<file path="config.mk">
export PLATFORM = sky130hd
export DESIGN_NAME = gocmp_query_ctrl
export DESIGN_NICKNAME = d
export VERILOG_FILES = /design/src/rtl/gocmp_pkg.sv /design/src/rtl/gocmp_query_ctrl.sv
export VERILOG_INCLUDE_DIRS = /design/src /design/src/rtl
export SDC_FILE = /design/constraint.sdc
export NUM_CORES = 1
export LEC_CHECK = 0
export BUFFER_PORTS_ARGS = -buffer_cell sky130_fd_sc_hd__buf_4
export CAP_MARGIN = 10
export CORE_MARGIN = 3
export CORE_UTILIZATION = 50
export DETAILED_ROUTE_END_ITERATION = 10
export PLACE_DENSITY_LB_ADDON = 0.12
export RECOVER_POWER = 100
export SLEW_MARGIN = 25
export SYNTH_ARGS = -nofsm -noshare
export SYNTH_HDL_FRONTEND = slang
export SYNTH_SLANG_ARGS = --single-unit
</file>
<file path="constraint.sdc">
create_clock -name clk -period 4.7 [get_ports clk]
set_input_delay 0.94 -clock clk [delete_from_list [all_inputs] [get_ports clk]]
set_output_delay 0.94 -clock clk [all_outputs]
set_load 0.02 [all_outputs]
</file>
<file path="src/rtl/glyph_outline_compositor_assert.svh">
// Assertion macros used by the glyph outline compositor RTL.
// Each macro expects signals named clk and rst_n in the including module.
`ifndef GLYPH_OUTLINE_COMPOSITOR_ASSERT_SVH
`define GLYPH_OUTLINE_COMPOSITOR_ASSERT_SVH

// Consequent must hold in the same cycle as the antecedent.
`define GOCMP_ASSERT_SAME(lbl, ante, cons) \
  lbl: assert property (@(posedge clk) disable iff (!rst_n) (ante) |-> (cons)) \
    else $error("gocmp: same-cycle check failed");

// Consequent must hold in the cycle after the antecedent.
`define GOCMP_ASSERT_NEXT(lbl, ante, cons) \
  lbl: assert property (@(posedge clk) disable iff (!rst_n) (ante) |=> (cons)) \
    else $error("gocmp: next-cycle check failed");

`endif

</file>
<file path="src/rtl/gocmp_pkg.sv">
// Shared types, constants and helpers for the glyph outline compositor.
// No dependencies; every RTL module imports this package.
package gocmp_pkg;

  localparam int MAX_WIDTH  = 64;
  localparam int MAX_HEIGHT = 64;

  localparam int COL_W  = (MAX_WIDTH > 1) ? $clog2(MAX_WIDTH) : 1;
  localparam int ROW_W  = (MAX_HEIGHT > 1) ? $clog2(MAX_HEIGHT) : 1;
  localparam int DIM_W  = 7;
  localparam int POS_W  = 8;
  localparam int CPOS_W = POS_W + 1;
  localparam int PIX_W  = 8;

  localparam int CFG_ADDR_W = 5;
  localparam int CFG_DATA_W = 32;
  localparam int REG_IDX_W  = 3;

  localparam logic [REG_IDX_W-1:0] REG_OUTLINE_MODE   = 3'd0;
  localparam logic [REG_IDX_W-1:0] REG_GLYPH_WIDTH    = 3'd1;
  localparam logic [REG_IDX_W-1:0] REG_GLYPH_HEIGHT   = 3'd2;
  localparam logic [REG_IDX_W-1:0] REG_BODY_THRESHOLD = 3'd3;
  localparam logic [REG_IDX_W-1:0] REG_BODY_SHADE     = 3'd4;

  localparam logic OP_WRITE = 1'b0;
  localparam logic OP_QUERY = 1'b1;

  localparam logic [PIX_W-1:0] THRESHOLD_RESET = 8'd128;
  localparam logic [PIX_W-1:0] SHADE_RESET     = 8'd236;
  localparam logic [PIX_W-1:0] WHITE_LEVEL     = 8'd255;
  localparam logic [PIX_W-1:0] OPAQUE          = 8'd255;

  typedef struct packed {
    logic                    op;
    logic signed [POS_W-1:0] pos_x;
    logic signed [POS_W-1:0] pos_y;
    logic [PIX_W-1:0]        coverage;
  } in_item_t;

  typedef struct packed {
    logic             paint;
    logic [PIX_W-1:0] red;
    logic [PIX_W-1:0] green;
    logic [PIX_W-1:0] blue;
    logic [PIX_W-1:0] alpha;
  } out_item_t;

  // Configuration as seen by the datapath, dimensions already saturated.
  typedef struct packed {
    logic             outline_mode;
    logic [DIM_W-1:0] eff_width;
    logic [DIM_W-1:0] eff_height;
    logic [PIX_W-1:0] body_threshold;
    logic [PIX_W-1:0] body_shade;
  } cfg_t;

  typedef struct packed {
    logic             en;
    logic [ROW_W-1:0] row;
    logic [COL_W-1:0] col;
    logic [PIX_W-1:0] data;
  } store_wr_t;

  typedef struct packed {
    logic             en;
    logic [ROW_W-1:0] row;
  } store_rd_t;

  // True when a sign-extended position lies in 0 .. lim-1.
  function automatic logic pos_inside(logic signed [CPOS_W-1:0] p, logic [DIM_W-1:0] lim);
    logic signed [CPOS_W-1:0] lim_s;
    lim_s = $signed({{(CPOS_W-DIM_W){1'b0}}, lim});
    return (p >= 0) && (p < lim_s);
  endfunction

endpackage

</file>
<file path="src/rtl/gocmp_query_ctrl.sv">
// Item sequencer: stores writes, walks the three rows around a query and
// builds the painted color. Depends on gocmp_pkg and the assertion macros.
`include "glyph_outline_compositor_assert.svh"

module gocmp_query_ctrl
  import gocmp_pkg::*;
(
  input  logic             clk,
  input  logic             rst_n,
  input  cfg_t             cfg_i,
  input  logic             in_valid,
  output logic             in_ready,
  input  in_item_t         in_data,
  output logic             out_valid,
  input  logic             out_ready,
  output out_item_t        out_data,
  output store_wr_t        wr_o,
  output store_rd_t        rd_o,
  output logic [COL_W-1:0] tap_col_o  [3],
  input  logic [PIX_W-1:0] tap_data_i [3]
);

  localparam logic [1:0] ST_IDLE = 2'd0;
  localparam logic [1:0] ST_ROW  = 2'd1;
  localparam logic [1:0] ST_FIN  = 2'd2;

  logic [1:0]              state_r, state_nxt;
  logic [1:0]              ph_r, ph_nxt;
  logic signed [POS_W-1:0] qx_r, qy_r;
  logic                    any_r, any_nxt;
  logic                    ctr_body_r, ctr_body_nxt;
  logic [PIX_W-1:0]        ctr_cov_r, ctr_cov_nxt;
  logic                    out_valid_r, out_valid_nxt;
  out_item_t               out_data_r, out_data_nxt;

  logic                     in_fire, load;
  logic signed [CPOS_W-1:0] in_x9, in_y9, qx9, qy9, rd_y, ev_y;
  logic signed [CPOS_W-1:0] tap_x [3];
  logic [1:0]               ev_row;
  logic                     ev_active, row_ok, row_body;
  logic [2:0]               col_ok, tap_body;
  logic                     any_all;

  assign in_ready  = (state_r == ST_IDLE);
  assign in_fire   = in_valid && in_ready;
  assign out_valid = out_valid_r;
  assign out_data  = out_data_r;
  assign load      = (state_r == ST_FIN) && (!out_valid_r || out_ready);

  assign in_x9 = CPOS_W'(in_data.pos_x);
  assign in_y9 = CPOS_W'(in_data.pos_y);
  assign qx9   = CPOS_W'(qx_r);
  assign qy9   = CPOS_W'(qy_r);

  // A write lands in the memory at the edge that accepts it.
  always_comb begin
    wr_o.en   = in_fire && (in_data.op == OP_WRITE) &&
                pos_inside(in_x9, cfg_i.eff_width) && pos_inside(in_y9, cfg_i.eff_height);
    wr_o.row  = in_data.pos_y[ROW_W-1:0];
    wr_o.col  = in_data.pos_x[COL_W-1:0];
    wr_o.data = in_data.coverage;
  end

  // Row y-1, y, y+1 are read in phases 0, 1, 2; each is evaluated next cycle.
  assign rd_y     = qy9 + CPOS_W'(ph_r) - CPOS_W'(1);
  assign rd_o.en  = (state_r == ST_ROW);
  assign rd_o.row = rd_y[ROW_W-1:0];

  assign ev_row    = (state_r == ST_FIN) ? 2'd2 : ph_r - 2'd1;
  assign ev_active = ((state_r == ST_ROW) && (ph_r != 2'd0)) || (state_r == ST_FIN);
  assign ev_y      = qy9 + CPOS_W'(ev_row) - CPOS_W'(1);
  assign row_ok    = pos_inside(ev_y, cfg_i.eff_height);

  always_comb begin
    for (int k = 0; k < 3; k++) begin
      tap_x[k]     = qx9 + CPOS_W'(k) - CPOS_W'(1);
      tap_col_o[k] = tap_x[k][COL_W-1:0];
      col_ok[k]    = pos_inside(tap_x[k], cfg_i.eff_width);
      tap_body[k]  = row_ok && col_ok[k] && (tap_data_i[k] >= cfg_i.body_threshold);
    end
  end

  assign row_body = |tap_body;
  assign any_all  = any_r || row_body;

  always_comb begin
    state_nxt    = state_r;
    ph_nxt       = ph_r;
    any_nxt      = any_r;
    ctr_body_nxt = ctr_body_r;
    ctr_cov_nxt  = ctr_cov_r;
    case (state_r)
      ST_IDLE: begin
        if (in_fire && (in_data.op == OP_QUERY)) begin
          state_nxt = ST_ROW;
          ph_nxt    = 2'd0;
          any_nxt   = 1'b0;
        end
      end
      ST_ROW: begin
        if (ev_active) begin
          any_nxt = any_r || row_body;
          if (ev_row == 2'd1) begin
            ctr_body_nxt = tap_body[1];
            ctr_cov_nxt  = (row_ok && col_ok[1]) ? tap_data_i[1] : '0;
          end
        end
        if (ph_r == 2'd2) begin
          state_nxt = ST_FIN;
        end else begin
          ph_nxt = ph_r + 2'd1;
        end
      end
      ST_FIN: begin
        if (load) begin
          state_nxt = ST_IDLE;
        end
      end
      default: state_nxt = ST_IDLE;
    endcase
  end

  always_comb begin
    out_data_nxt = '0;
    if (!cfg_i.outline_mode) begin
      if (ctr_cov_r != '0) begin
        out_data_nxt.paint = 1'b1;
        out_data_nxt.red   = WHITE_LEVEL;
        out_data_nxt.green = WHITE_LEVEL;
        out_data_nxt.blue  = WHITE_LEVEL;
        out_data_nxt.alpha = ctr_cov_r;
      end
    end else if (ctr_body_r) begin
      out_data_nxt.paint = 1'b1;
      out_data_nxt.red   = cfg_i.body_shade;
      out_data_nxt.green = cfg_i.body_shade;
      out_data_nxt.blue  = cfg_i.body_shade;
      out_data_nxt.alpha = OPAQUE;
    end else if (any_all) begin
      out_data_nxt.paint = 1'b1;
      out_data_nxt.alpha = OPAQUE;
    end
  end

  always_comb begin
    if (load) begin
      out_valid_nxt = 1'b1;
    end else if (out_ready) begin
      out_valid_nxt = 1'b0;
    end else begin
      out_valid_nxt = out_valid_r;
    end
  end

  always_ff @(posedge clk) begin
    if (!rst_n) begin
      state_r     <= ST_IDLE;
      ph_r        <= 2'd0;
      out_valid_r <= 1'b0;
    end else begin
      state_r     <= state_nxt;
      ph_r        <= ph_nxt;
      out_valid_r <= out_valid_nxt;
    end
  end

  always_ff @(posedge clk) begin
    any_r      <= any_nxt;
    ctr_body_r <= ctr_body_nxt;
    ctr_cov_r  <= ctr_cov_nxt;
    if (in_fire) begin
      qx_r <= in_data.pos_x;
      qy_r <= in_data.pos_y;
    end
    if (load) begin
      out_data_r <= out_data_nxt;
    end
  end

  `GOCMP_ASSERT_NEXT(a_query_starts, in_fire && (in_data.op == OP_QUERY), (state_r == ST_ROW) && (ph_r == 2'd0))
  `GOCMP_ASSERT_NEXT(a_rows_then_fin, (state_r == ST_ROW) && (ph_r == 2'd2), state_r == ST_FIN)
  `GOCMP_ASSERT_SAME(a_write_when_idle, wr_o.en, state_r == ST_IDLE)
  `GOCMP_ASSERT_NEXT(a_load_shows, load, out_valid_r)
  `GOCMP_ASSERT_SAME(a_unpainted_zero, out_valid_r && !out_data_r.paint, (out_data_r.alpha == '0) && (out_data_r.red == '0) && (out_data_r.blue == '0))

endmodule

</file>
==> metrics.yaml <==
synthCells: 436
final_cell_area_um2: 5075
tightest_slew_ns: 1.758
wl_per_cell_um: 14.66
initial_core_util: 0.5171
io_pins: 165
crit_required_ns: 4.74
fin_crit_sh: 0.9478
cts_buffer_depth: 2
grt_start_max_net_pins: 20
gp_congestion: 0.8579
die_y_um: 98.42
hold_path.class: "reg -> reg"
placed_area_um2: 5189
finalSetupViolations: 0
hold_viol: 0
cp_max_fo: 5
netlist_area_um2: 4270
remaining_drc_errors: 0
synthFlopType: "edfxtp_1"
synthDistinctLibCells: 47
drtIter0Drc: 84
final_cell_mix: "clkbuf_1, ha_1, buf_4, inv_1, edfxtp_1"
max_freq_mhz: 224.5
critPathLaunchType: "flip-flop"
cpMostUsedCell: "ha_1"
syn-num-nets: 601
syn2layout_area_growth_pct: 18.84
die_width_um: 98.42
cts-htree-levels: 2
fin_util: 0.6145
clock_sinks: 48
diodes: 0
violations: "max-capacitance violations, max-slew violations"
fin_hold_ws_ns: 0.5286
slew_violations: 10
drive_gt1_frac: 0.1606
synth_edf_count: 43
arrival_ns: 4.49
antenna_found_initial: 0
overflow: 0
dpl.hpwl_mm: 7.993
leakage_uw: 0.002374
dr.pass1.iters: 4
grt_pass1_vias: 3280
final_common_cell: "clkbuf_1"
finClkSkew_ns: 0.009545
maxCapViolCount: 1
slew_headroom: -0.1882
ctsHoldBuffers: 0
yosysWarnings: 0
row_count: 33
cts_root_buffer: "clkbuf_8"
r2r_cells: 21
holdPathStages: 2
cp_cell_sequence: "inv_1, ha_4, and2_1, ha_1, inv_1, ha_1, fa_2, a21o_1, a21oi_2, xnor2_1, ha_1, nand2_1, o21ai_0, a221oi_2, ha_1, nor2b_1, o21ai_0, a21oi_1, and4_1, a2111oi_4, a21oi_1"
vias: 3424
cts_tree: "yes"
syn_area_per_cell_um2: 9.794
core-area_um2: 8258
cpPeakStageDelay_ns: 0.53
synth-seq-cells: 48
synthArstFlopShare: 0
grt_usage: 0.1909
wl_mm: 9.570
cp-end-kind: "flip-flop"
grt_pass1_wl_mm: 15.28
clkTransAtPathRegs_ns: 0.09
p_per_area_nw_per_um2: 240.0
ir_drop_mv: 0.1353
via_per_inst: 5.243
crit_type: "reg -> reg"
ys_seq_area_frac: 0.3258
ant_nets: 0
power.total_uw: 1218
cpMaxStageDelayCell: "a2111oi_4"
outcome: "finished, violations left"
cts_made_buffers: 5
dieArea_um2: 9686
nets: 712
io_buffers: 148
clk_latency_ns: 0.31
period_needed_ns: 4.455
-- area by class of cell --
cell class	count	area, um2
timing repair buffer	151	799.5
sequential	48	1394
inverter	53	198.9
fill	827	3183
multi-input combinational	288	2419
tap	105	131.4
clock inverter	2	60.06
clock buffer	6	72.57
-- metal layers --
metal / global-route usage / vias to the layer above / part of all wire
met5: 0 / - / 0
met4: 0.04517 / 0 / 0.0084
met3: 0.04246 / 11 / 0.062
met2: 0.3375 / 99 / 0.50
met1: 0.2376 / 1584 / 0.43
li1: - / 1730 / -
-- worst paths after layout --
path	startpoint	slack, ns	endpoint
min	ph_r[1]	0.53	ph_r[1]
max reg2reg	ph_r[1]	0.25	out_data[1]
min reg2reg	ph_r[1]	0.53	ph_r[1]
max	ph_r[1]	0.25	out_data[1]
-- sequential cells by signal (all words and copies together), names as in the netlist --
name	cells
out_data	17
ctr_cov_r	8
qx_r	8
qy_r	8
ph_r	2
state_r	2
any_r	1
ctr_body_r	1
out_valid	1
-- synth_stat cells (2+ instances only) --
library cell  number  area [um2]
o21a_1             4       30.03
nand2b_1           8       50.05
fa_1               2       40.04
o211ai_1           4       30.03
inv_1             53       198.9
nor2_1            22       82.58
edfxtp_1          43        1291
nor3_1             2       10.01
nor2b_1            9       56.30
nand3_1           11       55.05
o21bai_1           3       22.52
nor3b_1            3       22.52
nor4_1             3       18.77
xnor2_1           12       105.1
ha_1              79       988.5
xor2_1             4       35.03
dfxtp_1            5       100.1
nand4_1            2       12.51
a21o_1            20       150.1
and4_1             2       17.52
and2_1            10       62.56
a211oi_1           8       60.06
o21ai_0           13       65.06
nand2_1           18       67.56
buf_4             43       322.8
clkbuf_1           3       11.26
a211o_1            2       17.52
o2111ai_1          2       17.52
a21oi_1           28       140.1
-- worst max-delay path: cells and delay by family (launching register included) --
kind	cells	cell delay, ns
XOR/XNOR	1	0.09
AO/OA/AOI/OAI	8	1.45
buffers and inverters	2	0.15
adder cells (fa/ha/maj)	6	1.61
flip-flops	1	0.33
AND/OR/NAND/NOR	4	0.56
-- cells by family after synthesis --
| group | synth area share |
|---|---|
| AND/OR/NAND/NOR | 0.1187 |
| AO/OA/AOI/OAI | 0.1509 |
| multiplexers | 0.002344 |
| buffers and inverters | 0.1286 |
| flip-flops | 0.3258 |
| XOR/XNOR | 0.03281 |
| adder cells (fa/ha/maj) | 0.2408 |
-- stage by stage --
stage,cells,setup slack (ns),setup TNS (ns)
after detailed placement,643,0.002203,0
after floorplan,436,0.4509,0
after global placement,643,0.1565,0
after global routing,653,-0.02460,-0.07284
after CTS,651,0.01635,0
final,653,0.2454,0
-- what timing repair did --
item	in CTS	in global routing
endpoints found under the setup margin	8	10
gates cloned	0	1
resized for setup	1	16
buffers inserted	0	1
pin swaps	1	9
-- report_power, final --
group / leakage [uW] / total, uW / internal (uW) / switching [uW]
Sequential: 0.000463 / 491 / 477 / 14.6
Combinational: 0.00185 / 374 / 162 / 212
Clock: 0.0000654 / 352 / 213 / 140
(Power assumes the default switching activity.)
