File: src/rtl/glyph_outline_compositor_assert.svh
// Assertion macros used by the glyph outline compositor RTL.
// Each macro expects signals named clk and rst_n in the including module.
`ifndef GLYPH_OUTLINE_COMPOSITOR_ASSERT_SVH
`define GLYPH_OUTLINE_COMPOSITOR_ASSERT_SVH

// Consequent must hold in the same cycle as the antecedent.
`define GOCMP_ASSERT_SAME(lbl, ante, cons) \
  lbl: assert property (@(posedge clk) disable iff (!rst_n) (ante) |-> (cons)) \
    else $error("gocmp: same-cycle check failed");

// Consequent must hold in the cycle after the antecedent.
`define GOCMP_ASSERT_NEXT(lbl, ante, cons) \
  lbl: assert property (@(posedge clk) disable iff (!rst_n) (ante) |=> (cons)) \
    else $error("gocmp: next-cycle check failed");

`endif

File: src/rtl/gocmp_pkg.sv
// Shared types, constants and helpers for the glyph outline compositor.
// No dependencies; every RTL module imports this package.
package gocmp_pkg;

  localparam int MAX_WIDTH  = 64;
  localparam int MAX_HEIGHT = 64;

  localparam int COL_W  = (MAX_WIDTH > 1) ? $clog2(MAX_WIDTH) : 1;
  localparam int ROW_W  = (MAX_HEIGHT > 1) ? $clog2(MAX_HEIGHT) : 1;
  localparam int DIM_W  = 7;
  localparam int POS_W  = 8;
  localparam int CPOS_W = POS_W + 1;
  localparam int PIX_W  = 8;

  localparam int CFG_ADDR_W = 5;
  localparam int CFG_DATA_W = 32;
  localparam int REG_IDX_W  = 3;

  localparam logic [REG_IDX_W-1:0] REG_OUTLINE_MODE   = 3'd0;
  localparam logic [REG_IDX_W-1:0] REG_GLYPH_WIDTH    = 3'd1;
  localparam logic [REG_IDX_W-1:0] REG_GLYPH_HEIGHT   = 3'd2;
  localparam logic [REG_IDX_W-1:0] REG_BODY_THRESHOLD = 3'd3;
  localparam logic [REG_IDX_W-1:0] REG_BODY_SHADE     = 3'd4;

  localparam logic OP_WRITE = 1'b0;
  localparam logic OP_QUERY = 1'b1;

  localparam logic [PIX_W-1:0] THRESHOLD_RESET = 8'd128;
  localparam logic [PIX_W-1:0] SHADE_RESET     = 8'd236;
  localparam logic [PIX_W-1:0] WHITE_LEVEL     = 8'd255;
  localparam logic [PIX_W-1:0] OPAQUE          = 8'd255;

  typedef struct packed {
    logic                    op;
    logic signed [POS_W-1:0] pos_x;
    logic signed [POS_W-1:0] pos_y;
    logic [PIX_W-1:0]        coverage;
  } in_item_t;

  typedef struct packed {
    logic             paint;
    logic [PIX_W-1:0] red;
    logic [PIX_W-1:0] green;
    logic [PIX_W-1:0] blue;
    logic [PIX_W-1:0] alpha;
  } out_item_t;

  // Configuration as seen by the datapath, dimensions already saturated.
  typedef struct packed {
    logic             outline_mode;
    logic [DIM_W-1:0] eff_width;
    logic [DIM_W-1:0] eff_height;
    logic [PIX_W-1:0] body_threshold;
    logic [PIX_W-1:0] body_shade;
  } cfg_t;

  typedef struct packed {
    logic             en;
    logic [ROW_W-1:0] row;
    logic [COL_W-1:0] col;
    logic [PIX_W-1:0] data;
  } store_wr_t;

  typedef struct packed {
    logic             en;
    logic [ROW_W-1:0] row;
  } store_rd_t;

  // True when a sign-extended position lies in 0 .. lim-1.
  function automatic logic pos_inside(logic signed [CPOS_W-1:0] p, logic [DIM_W-1:0] lim);
    logic signed [CPOS_W-1:0] lim_s;
    lim_s = $signed({{(CPOS_W-DIM_W){1'b0}}, lim});
    return (p >= 0) && (p < lim_s);
  endfunction

endpackage

File: src/rtl/gocmp_cfg_regs.sv
// APB-style configuration registers of the glyph outline compositor.
// Depends on gocmp_pkg; saturates the glyph dimensions for the datapath.
module gocmp_cfg_regs
  import gocmp_pkg::*;
(
  input  logic                  clk,
  input  logic                  rst_n,
  input  logic                  psel,
  input  logic                  penable,
  input  logic                  pwrite,
  input  logic [CFG_ADDR_W-1:0] paddr,
  input  logic [CFG_DATA_W-1:0] pwdata,
  output logic [CFG_DATA_W-1:0] prdata,
  output logic                  pready,
  output cfg_t                  cfg_o
);

  logic             outline_mode_r;
  logic [DIM_W-1:0] glyph_width_r;
  logic [DIM_W-1:0] glyph_height_r;
  logic [PIX_W-1:0] body_threshold_r;
  logic [PIX_W-1:0] body_shade_r;

  logic                 wr_fire;
  logic [REG_IDX_W-1:0] reg_idx;

  assign pready  = 1'b1;
  assign wr_fire = psel && penable && pwrite;
  assign reg_idx = paddr[CFG_ADDR_W-1:2];

  always_ff @(posedge clk) begin
    if (!rst_n) begin
      outline_mode_r   <= 1'b0;
      glyph_width_r    <= '0;
      glyph_height_r   <= '0;
      body_threshold_r <= THRESHOLD_RESET;
      body_shade_r     <= SHADE_RESET;
    end else if (wr_fire) begin
      case (reg_idx)
        REG_OUTLINE_MODE:   outline_mode_r   <= pwdata[0];
        REG_GLYPH_WIDTH:    glyph_width_r    <= pwdata[DIM_W-1:0];
        REG_GLYPH_HEIGHT:   glyph_height_r   <= pwdata[DIM_W-1:0];
        REG_BODY_THRESHOLD: body_threshold_r <= pwdata[PIX_W-1:0];
        REG_BODY_SHADE:     body_shade_r     <= pwdata[PIX_W-1:0];
        default: ;
      endcase
    end
  end

  always_comb begin
    case (reg_idx)
      REG_OUTLINE_MODE:   prdata = CFG_DATA_W'(outline_mode_r);
      REG_GLYPH_WIDTH:    prdata = CFG_DATA_W'(glyph_width_r);
      REG_GLYPH_HEIGHT:   prdata = CFG_DATA_W'(glyph_height_r);
      REG_BODY_THRESHOLD: prdata = CFG_DATA_W'(body_threshold_r);
      REG_BODY_SHADE:     prdata = CFG_DATA_W'(body_shade_r);
      default:            prdata = '0;
    endcase
  end

  always_comb begin
    cfg_o.outline_mode   = outline_mode_r;
    cfg_o.eff_width      = (int'(glyph_width_r) > MAX_WIDTH) ? DIM_W'(MAX_WIDTH) : glyph_width_r;
    cfg_o.eff_height     = (int'(glyph_height_r) > MAX_HEIGHT) ?
                           DIM_W'(MAX_HEIGHT) : glyph_height_r;
    cfg_o.body_threshold = body_threshold_r;
    cfg_o.body_shade     = body_shade_r;
  end

endmodule

File: config.mk
export PLATFORM = sky130hd
export DESIGN_NAME = gocmp_cfg_regs
export DESIGN_NICKNAME = d
export VERILOG_FILES = /design/src/rtl/glyph_outline_compositor_assert.svh /design/src/rtl/gocmp_pkg.sv /design/src/rtl/gocmp_cfg_regs.sv
export SDC_FILE = /design/constraint.sdc
export NUM_CORES = 1
export LEC_CHECK = 0
export BUFFER_PORTS_ARGS = -buffer_cell sky130_fd_sc_hd__buf_2
export CORE_MARGIN = 1
export CORE_UTILIZATION = 46
export CTS_BUF_LIST = sky130_fd_sc_hd__clkbuf_8 sky130_fd_sc_hd__clkbuf_16
export DETAILED_ROUTE_END_ITERATION = 10
export PLACE_DENSITY = 0.85
export SETUP_SLACK_MARGIN = 0.4
export SLEW_MARGIN = 40
export SYNTH_ARGS = -nofsm -noshare
export SYNTH_HDL_FRONTEND = slang
export SYNTH_SLANG_ARGS = --single-unit
File: constraint.sdc
create_clock -name clk -period 2.5 [get_ports clk]
set_input_delay 0.5 -clock clk [delete_from_list [all_inputs] [get_ports clk]]
set_output_delay 0.5 -clock clk [all_outputs]
set_load 0.03 [all_outputs]
==> qor.yml, run 1 <==
outcome:
  status: "finished, final reports clean"
timing:
  rsz0062_at_grt: "no"
  max_freq_mhz: 487
  setup_viol: 0
  fin_crit_sh_pct: 82.1
  hold_viol: 0
  worst-slew-pin-transition_ns: 0.556
  final.setup_skew_ns: 0
  slew_headroom_pct: 62.9
  hold_slack_ns: 0.473
  tns_ns: 0
  finalMaxSlewViolations: 0
  layout_min_cycle_time_ns: 2.05
floorplanning:
  rows: 21
  initial_core_util_pct: 50.2
  die_h_um: 63.5
  ios: 106
  core_um2: 3470
  fp.dieArea_um2: 4040
  die_w_um: 63.5
power_and_ir_drop:
  total_leakage_power_nw: 1.02
  vdd_drop_max_v: 0.000246
  powerDensity_nw_per_um2: 508
synth:
  ys_ff_latch: 31
  synth_top_cell_by_area: "dfxtp_1"
  synth_edf_count: 0
  yosysTopAreaCellShare_pct: 35.6
  syn_area_um2: 1740
  syn_inst: 199
  synth_common_cells: "nand2_1, dfxtp_1, buf_4, mux2i_1, nor2b_1"
  synth.distinct_cells: 26
  synth_warnings: 0
  synthFlopType: "dfxtp_1"
  yosys-top-cells-area: "dfxtp_1, mux2i_1, buf_4"
  syn_avg_cell_area_um2: 8.75
  yosysSeqAreaShare_pct: 35.6
  synthArstFlopShare_pct: 0
  yosysMostFrequentCell: "nand2_1"
global_route:
  antenna_found_initial: 0
  grt_usage_pct: 20.7
  grt_max_degree: 38
  overflow: 0
  grt_pass1_vias: 1394
  grt_pass1_wl_mm: 6.43
routing:
  drtIter0Drc: 68
  drc: 0
  routed_wl_mm: 4.05
  drt_pre_antenna_iters: 4
  ant_nets: 0
  viasPerCell: 4.95
  vias: 1481
  detail_route.wl_per_cell_um: 13.5
placement:
  routabilityCongestion: 0.780
  port_buffers: 54
  dp_hpwl_mm: 2.86
clock_tree:
  path_clk_slew_ns: 0.06
  cts-root-buf: "clkbuf_8"
  clk_latency_ns: 0.28
  cts-htree-levels: 2
  cts_hold_buf: 0
  cts_buffers: 5
  cts_tree: "done"
  cts.sinks: 31
  cts_max_path_buffers: 2
cells_and_area:
  area_delta_synth_final_pct: 16.5
  drive_gt1_share_pct: 30.4
  nNetsFinal: 294
  num_antenna_cells: 0
  fillers: 329
setup_path:
  worstPathRequired_ns: 2.00
  start_kind: "input port"
  reg2reg_from: "glyph_width_r[6]$_SDFFE_PN0P_"
  cp-endpoint: "prdata[6]"
  crit_path_start: "paddr[3]"
  crit_fanout: 8
  cp-end-kind: "output pin"
  reg2reg_to: "glyph_width_r[6]$_SDFFE_PN0P_"
  critPathArrivalTime_ns: 1.55
  critPathKind: "input port to output pin"
  ff2ff_setup_slack_ns: 1.68
  reg2regPathDepth: 2
hold_path:
  holdCritPathClass: "register to register"
job:
  cap_violations: 0
routing by layer:
metal  track usage, %  wire [um]  vias up  part of all wire (%)
met4             8.81         67        0                   1.7
met1             24.6       1810      686                    45
met3             4.89        249        7                   6.2
li1                 -          -      725                     -
met2             35.2       1920       63                    47
met5                0          0        -                     0
how the worst min path moves through the flow:
stage / depth (start not counted) / endpoint / slack [ns] / from
6_report: 2 / glyph_height_r[0]$_SDFFE_PN0P_ / 0.47 / glyph_height_r[0]$_SDFFE_PN0P_
5_1_grt: 2 / glyph_height_r[0]$_SDFFE_PN0P_ / 0.50 / glyph_height_r[0]$_SDFFE_PN0P_
4_1_cts: 2 / glyph_height_r[0]$_SDFFE_PN0P_ / 0.48 / glyph_height_r[0]$_SDFFE_PN0P_
3_5_place_dp: 2 / body_threshold_r[1]$_SDFFE_PN0P_ / 0.46 / body_threshold_r[1]$_SDFFE_PN0P_
3_3_place_gp: 2 / glyph_height_r[1]$_SDFFE_PN0P_ / 0.45 / glyph_height_r[1]$_SDFFE_PN0P_
2_1_floorplan: 2 / glyph_height_r[0]$_SDFFE_PN0P_ / 0.44 / glyph_height_r[0]$_SDFFE_PN0P_
sequential cells by signal, indices dropped and copies added (netlist names):
register and cells:
outline_mode_r 1, glyph_width_r 7, body_threshold_r 8, body_shade_r 8
glyph_height_r 7
per-stage QoR:
stage	power, mW	cells	worst slack (ns)	instance area, um^2	utilization, %
floorplan	0.657	222	0.479	1830	-
global placement	0.665	290	0.391	1930	55.7
detailed placement	0.666	290	0.378	1930	55.7
CTS	1.03	298	0.406	2020	58.2
global route	1.06	299	0.416	2030	58.5
finish	1.03	299	0.447	2030	58.5
report_power, final:
part / switching [mW] / internal, mW / total (mW)
Sequential: 0.00352 / 0.498 / 0.502
Combinational: 0.120 / 0.0375 / 0.157
Clock: 0.185 / 0.187 / 0.372
Total: 0.308 / 0.722 / 1.03
layout make-up:
cell class              count  area (um^2)  area share, %
flip-flops and latches     31          621           30.6
clock inverters             3         12.5          0.617
multi-input cells         149          927           45.7
clock buffers               5         68.8           3.39
well taps                  46         57.6           2.84
repair buffers             60          324           16.0
inverters                   5         18.8          0.925
placed cells by master, fill, tap and decap left out:
master,netlist,final
a22oi_1,6,6
buf_2,2,52
buf_4,26,7
buf_6,3,1
clkbuf_8,0,5
clkinv_2,0,1
conb_1,2,25
dfxtp_1,31,31
inv_1,5,7
mux2_2,6,6
mux2i_1,26,26
nand2_1,40,40
nand2b_1,2,2
nand4_2,1,1
nand4b_4,1,1
nor2_2,2,2
nor2b_1,13,13
nor3b_1,1,1
o211ai_1,5,5
o21a_1,1,1
o21ai_0,12,7
o21ai_1,2,7
o22ai_1,1,1
o311ai_0,2,2
o41ai_1,1,1
or2_2,1,1
or3_1,1,1
worst max-delay path, cell delays in order:
cell and delay [ns]:
buf_4 0.15, buf_6 0.14, nor3b_1 0.19, buf_4 0.18, nand2_1 0.06, o21ai_1 0.10
buf_2 0.23
timing repair:
action | in CTS | in global routing
endpoints found under the setup margin | 3 | 6
resized for setup | 1 | 4
buffers inserted | 0 | 1
cells by family after synthesis:
kind of cell / count (synthesis) / share of synthesized area [%]
AO/OA/AOI/OAI: 30 / 11.1
multiplexers: 32 / 18.8
AND/OR/NAND/NOR: 62 / 18.0
other: 2 / 0.431
flip-flops: 31 / 35.6
buffers and inverters: 42 / 16.1
Power figures use the tool's default switching activity.
==> run 2: changes to the inputs <==
--- a/config.mk
+++ b/config.mk
@@ -7,10 +7,10 @@
 export LEC_CHECK = 0
 export BUFFER_PORTS_ARGS = -buffer_cell sky130_fd_sc_hd__buf_2
 export CORE_MARGIN = 1
-export CORE_UTILIZATION = 46
+export CORE_UTILIZATION = 39
 export CTS_BUF_LIST = sky130_fd_sc_hd__clkbuf_8 sky130_fd_sc_hd__clkbuf_16
 export DETAILED_ROUTE_END_ITERATION = 10
-export PLACE_DENSITY = 0.85
+export PLACE_DENSITY = 0.76
 export SETUP_SLACK_MARGIN = 0.4
 export SLEW_MARGIN = 40
 export SYNTH_ARGS = -nofsm -noshare
==> constraint.sdc (replaced) <==
create_clock -name clk -period 1.7 [get_ports clk]
set_input_delay 0.34 -clock clk [delete_from_list [all_inputs] [get_ports clk]]
set_output_delay 0.34 -clock clk [all_outputs]
set_load 0.03 [all_outputs]
==> run 2 against run 1 <==
  * Worst setup slack worse by 0.36 ns
  * Die area is 17% higher
  * Final area grew 32%
  * Sequential share of layout area down 6.5 points
  * Clock skew unchanged
  * Sequential cell count unchanged
  * Register-to-register slack worse by 0.78 ns
  * Non-clock buffer count rose by 23
  * Core utilization grew 6.2 points
  * Final cell count is 9.0% higher
  * Critical path type is now register to output pin
  * Critical endpoint is now prdata[3]
==> qor.yml, run 2 (synthesis gave the netlist of run 1 again) <==
cells_and_area:
  final_cell_mix: "nand2_1, buf_2, mux2i_1, buf_6, conb_1"
  final_common_cell: "nand2_1"
  post-route-util_pct: 64.7
  area_delta_synth_final_pct: 53.9
  num_antenna_cells: 0
  drive_gt1_share_pct: 54.0
  top_regs: "body_shade_r: 8 flops, body_threshold_r: 8 flops"
  nNetsFinal: 317
routing:
  ant_nets: 0
  viasPerCell: 4.87
  vias: 1586
  drc: 0
  routed_wl_mm: 4.87
  detail_route.wl_per_cell_um: 14.9
  drtIter0Drc: 70
  drt_pre_antenna_iters: 4
clock_tree:
  cts_tree: "done"
  clk_latency_ns: 0.29
  cts_max_path_buffers: 2
  cts_buffers: 5
  cts-htree-levels: 2
  cts.sinks: 31
  path_clk_slew_ns: 0.06
  cts-root-buf: "clkbuf_8"
floorplanning:
  die_h_um: 68.8
  fp.dieArea_um2: 4740
  die_w_um: 68.8
  rows: 23
  ios: 106
  initial_core_util_pct: 42.0
  core_um2: 4140
timing:
  fin_ws_ns: 0.0905
  setup_viol: 0
  rsz0062_at_grt: "yes"
  finalMaxSlewViolations: 0
  tns_ns: 0
  final.setup_skew_ns: 0
  fin_crit_sh_pct: 94.7
  max_freq_mhz: 621
  hold_viol: 0
  layout_min_cycle_time_ns: 1.61
  hold_slack_ns: 0.331
global_route:
  grt_pass1_wl_mm: 6.78
  antenna_found_initial: 0
  grt_usage_pct: 20.3
  grt_pass1_vias: 1431
  overflow: 0
  grt_max_degree: 38
placement:
  port_buffers: 54
  routabilityCongestion: 0.773
  dp_slack_ns: -0.103
  dp_hpwl_mm: 3.14
setup_path:
  crit_buf_inv: 1
  slowest_stage: "dfxtp_2"
  critPathArrivalTime_ns: 1.27
  crit_family: "flip-flops"
  reg2regPathDepth: 3
  worstPathRequired_ns: 1.36
  critPathKind: "register to output pin"
  start_kind: "register"
  max_stage_delay_ns: 0.33
  cp-end-kind: "output pin"
  crit_chain: "mux2_4 > a22oi_2 > o21ai_4 > buf_6"
  crit_cells: 4
  crit_fanout: 2
outcome:
  status: "finished, final reports clean"
hold_path:
  whs_path_depth: 3
  holdCritPathClass: "input port to register"
job:
  cap_violations: 0
power_and_ir_drop:
  vdd_drop_max_v: 0.000297
  power_mw: 1.67
  powerDensity_nw_per_um2: 623
  total_leakage_power_nw: 1.24
[run 2: cell count changes in the layout (fill, tap and decap cells not counted), sizes merged]
cell,previous run,this run
inv,7,6
clkbuf,5,8
buf,60,82
clkinv,1,0
[run 2: worst paths after layout]
kind	endpoint	slack, ns	startpoint
max	prdata[3]	0.09	glyph_width_r[3]$_SDFFE_PN0P_
min	body_shade_r[5]$_SDFFE_PN1P_	0.33	pwdata[5]
max reg2reg	glyph_height_r[6]$_SDFFE_PN0P_	0.90	glyph_height_r[6]$_SDFFE_PN0P_
min reg2reg	glyph_height_r[0]$_SDFFE_PN0P_	0.47	glyph_height_r[0]$_SDFFE_PN0P_
[run 2: routing by layer]
layer | GRT usage (%) | routed length (um) | up-vias
met5 | 0 | 0 | -
met4 | 7.14 | 90 | 0
met3 | 7.07 | 315 | 10
met2 | 36.0 | 2490 | 63
met1 | 22.3 | 1980 | 738
li1 | - | - | 775
[run 2: area by class of cell]
cell class | instances | area (um^2)
Inverter | 5 | 18.8
Multi-Input combinational cell | 149 | 1160
Fill cell | 328 | 1460
Timing Repair Buffer | 83 | 696
Sequential cell | 31 | 644
Tap cell | 50 | 62.6
Clock inverter | 1 | 3.75
Clock buffer | 7 | 96.3
[run 2: where the power goes]
group          switching [mW]  leakage, nW  internal [mW]  total [mW]
Sequential            0.00506        0.259          0.731       0.736
Clock                   0.274       0.0557          0.363       0.637
Combinational           0.201        0.923         0.0947       0.296
[run 2: worst reg2reg max path: stages, from the launching register on]
cell,delay [ns]
dfxtp_4,0.41
buf_6,0.16
nand2_1,0.05
mux2i_1,0.11
[run 2: repair_timing]
action,CTS,global route
gates cloned,0,1
resized for setup,55,40
hold buffers,0,0
pin swaps,13,4
setup endpoints to repair,24,29
setup buffers,13,1
[run 2: metrics by stage]
stage                     instance area, um^2  cells
after global placement                   2160    303
after global routing                     2680    326
after CTS                                2500    324
after detailed placement                 2160    303
final                                    2680    326
after floorplan                          1980    222
==> run 3: changes to the inputs <==
--- a/config.mk
+++ b/config.mk
@@ -5,12 +5,13 @@
 export SDC_FILE = /design/constraint.sdc
 export NUM_CORES = 1
 export LEC_CHECK = 0
+export ABC_AREA = 1
 export BUFFER_PORTS_ARGS = -buffer_cell sky130_fd_sc_hd__buf_2
 export CORE_MARGIN = 1
-export CORE_UTILIZATION = 39
+export CORE_UTILIZATION = 40
 export CTS_BUF_LIST = sky130_fd_sc_hd__clkbuf_8 sky130_fd_sc_hd__clkbuf_16
 export DETAILED_ROUTE_END_ITERATION = 10
-export PLACE_DENSITY = 0.76
+export PLACE_DENSITY = 0.72
 export SETUP_SLACK_MARGIN = 0.4
 export SLEW_MARGIN = 40
 export SYNTH_ARGS = -nofsm -noshare
==> run 3 against run 2 <==
  * Total power fell by 2.6%
  * Fmax rose by 3.7%
  * Worst setup slack improved by 0.057 ns
  * Area after synthesis rose by 11%
  * Routed wire length rose by 1.7%
  * Die area rose by 8.4%
  * Final area rose by 6.2%
  * Sequential power rose by 1%
  * Sequential share of layout area fell by 1.5 points
  * Via count rose by 27%
  * Combinational power rose by 21%
==> qor.yml, run 3 <==
job:
  cap_violations: 0
clock_tree:
  cts.sinks: 31
  cts_hold_buf: 0
  cts_buffers: 5
  cts_tree: "done"
  cts-root-buf: "clkbuf_8"
  cts_max_path_buffers: 2
  clk_latency_ns: 0.28
  cts-htree-levels: 2
  path_clk_slew_ns: 0.06
cells_and_area:
  drive_gt1_share_pct: 47.8
  final_common_cell: "nand2_1"
  nNetsFinal: 432
  top_regs: "body_shade_r: 8 flops, body_threshold_r: 8 flops"
  design_area_um2: 2850
  num_antenna_cells: 0
  area_delta_synth_final_pct: 46.7
  final_cells: 441
  fillers: 400
  final_cell_mix: "nand2_1, nor2_1, buf_2, buf_6, nand3_1"
timing:
  hold_viol: 0
  worst-slew-pin-transition_ns: 0.533
  max_freq_mhz: 644
  tns_ns: 0
  slew_headroom_pct: 64.4
  finalMaxSlewViolations: 0
  fin_ws_ns: 0.148
  setup_viol: 0
  final.setup_skew_ns: 0
  fin_crit_sh_pct: 91.3
  layout_min_cycle_time_ns: 1.55
  rsz0062_at_grt: "yes"
setup_path:
  ff2ff_setup_slack_ns: 0.87
  crit_fanout: 8
  critPathArrivalTime_ns: 1.21
  worstPathRequired_ns: 1.36
  crit_path_start: "paddr[2]"
  critPathKind: "input port to output pin"
  cp-endpoint: "prdata[3]"
  cp-end-kind: "output pin"
  start_kind: "input port"
  reg2reg_to: "glyph_height_r[4]$_SDFFE_PN0P_"
  reg2regPathDepth: 4
  reg2reg_from: "glyph_height_r[4]$_SDFFE_PN0P_"
power_and_ir_drop:
  total_leakage_power_nw: 1.41
  powerDensity_nw_per_um2: 572
  vdd_drop_max_v: 0.000408
synth:
  synth.distinct_cells: 19
  syn_avg_cell_area_um2: 6.18
  synthArstFlopShare_pct: 0
  yosysTopAreaCellShare_pct: 32.0
  yosysSeqAreaShare_pct: 32.0
  ys_ff_latch: 31
  synth_edf_count: 0
  synth_warnings: 0
  yosys-top-cells-area: "dfxtp_1, nand2_1, nor2_1"
  syn_inst: 314
  synth_top_cell_by_area: "dfxtp_1"
  syn_area_um2: 1940
  synthFlopType: "dfxtp_1"
  yosysMostFrequentCell: "nand2_1"
  synth_common_cells: "nand2_1, nor2_1, dfxtp_1, inv_1, nand3_1"
placement:
  port_buffers: 54
  dp_slack_ns: 0.0150
  dp_hpwl_mm: 3.34
  routabilityCongestion: 0.817
  placed_area_um2: 2240
  dp.cells: 414
routing:
  ant_nets: 0
  drtIter0Drc: 83
  detail_route.wl_per_cell_um: 11.2
  viasPerCell: 4.56
  drc: 0
  routed_wl_mm: 4.96
  drt_pre_antenna_iters: 4
  vias: 2011
floorplanning:
  fp.dieArea_um2: 5130
  die_h_um: 71.7
  core_um2: 4500
  die_w_um: 71.7
  rows: 24
  initial_core_util_pct: 43.1
  ios: 106
global_route:
  grt_max_degree: 32
  antenna_found_initial: 0
  grt_usage_pct: 20.8
  overflow: 0
  grt_pass1_vias: 1896
  grt_pass1_wl_mm: 8.47
outcome:
  status: "finished, final reports clean"
hold_path:
  holdCritPathClass: "input port to register"
==> run 3: cell types whose count changed after synthesis, moves of 5 or more <==
| cell | change |
|---|---|
| nor2_1 | +66 |
| nand2_1 | +56 |
| nand3_1 | +28 |
| inv_1 | +26 |
| mux2i_1 | -26 |
| nor2b_1 | -13 |
| o21ai_0 | -11 |
| a22oi_1 | -6 |
| mux2_2 | -6 |
| o211ai_1 | -5 |
==> run 3: kinds of logic after synthesis <==
kind of cell           after synthesis  share of synthesized area (%)
and+or+nand+nor                    202                           44.4
buffers and inverters               73                           21.3
DFF                                 31                           32.0
AOI/OAI and AO/OA                    6                           1.93
other                                2                          0.387
==> run 3: worst min path at each step <==
stage	from	endpoint	slack, ns	cells after the start
after floorplan	rst_n	glyph_width_r[1]$_SDFFE_PN0P_	0.46	2
after global placement	body_shade_r[7]$_SDFFE_PN1P_	body_shade_r[7]$_SDFFE_PN1P_	0.47	2
after detailed placement	body_shade_r[3]$_SDFFE_PN1P_	body_shade_r[3]$_SDFFE_PN1P_	0.47	2
after CTS	pwdata[3]	body_shade_r[3]$_SDFFE_PN1P_	0.28	3
after global routing	pwdata[3]	body_shade_r[3]$_SDFFE_PN1P_	0.29	3
final	pwdata[7]	body_shade_r[7]$_SDFFE_PN1P_	0.28	3
==> run 3: metal layers <==
metal	part of all wire [%]	track usage [%]	up-vias
met5	0	0	-
met4	1.1	6.32	0
met3	6.2	5.34	6
met2	48	33.9	90
met1	45	27.2	875
li1	-	-	1040
==> run 3: area by class of cell <==
type	count	area, um^2	share of cell area [%]
well taps	52	65.1	2.29
repair buffers	86	714	25.1
clock buffers	5	68.8	2.42
multi-input cells	233	1210	42.5
inverters	33	143	5.01
clock inverters	1	3.75	0.132
flip-flops and latches	31	641	22.5
==> run 3: stage by stage <==
stage | utilization (%) | power (mW) | hold slack, ns
finish | 63.2 | 1.63 | 0.282
global route | 63.2 | 1.70 | 0.289
CTS | 60.0 | 1.61 | 0.277
detailed placement | 49.6 | 1.04 | 0.469
global placement | 49.6 | 1.04 | 0.468
floorplan | - | 1.02 | 0.461
==> run 3: repair_timing <==
action / in CTS / in global routing
gates cloned: 1 / 0
gates resized for setup: 115 / 31
buffers inserted: 13 / 7
endpoints found under the setup margin: 22 / 21
hold endpoints to repair: 0 / 0
pin swaps: 27 / 13
==> run 3: worst max-delay path, cell delays in order <==
cell and delay [ns]:
buf_8 0.12, buf_6 0.11, nor2_4 0.23, nand2_1 0.10
nand2_2 0.08, inv_2 0.05, nand2_4 0.06, buf_6 0.12
==> run 3: report_power, final <==
part / total, mW / leakage, nW / internal (mW) / switching (mW)
clock: 0.526 / 0.0413 / 0.266 / 0.260
sequential: 0.744 / 0.258 / 0.735 / 0.00883
combinational: 0.357 / 1.12 / 0.119 / 0.238
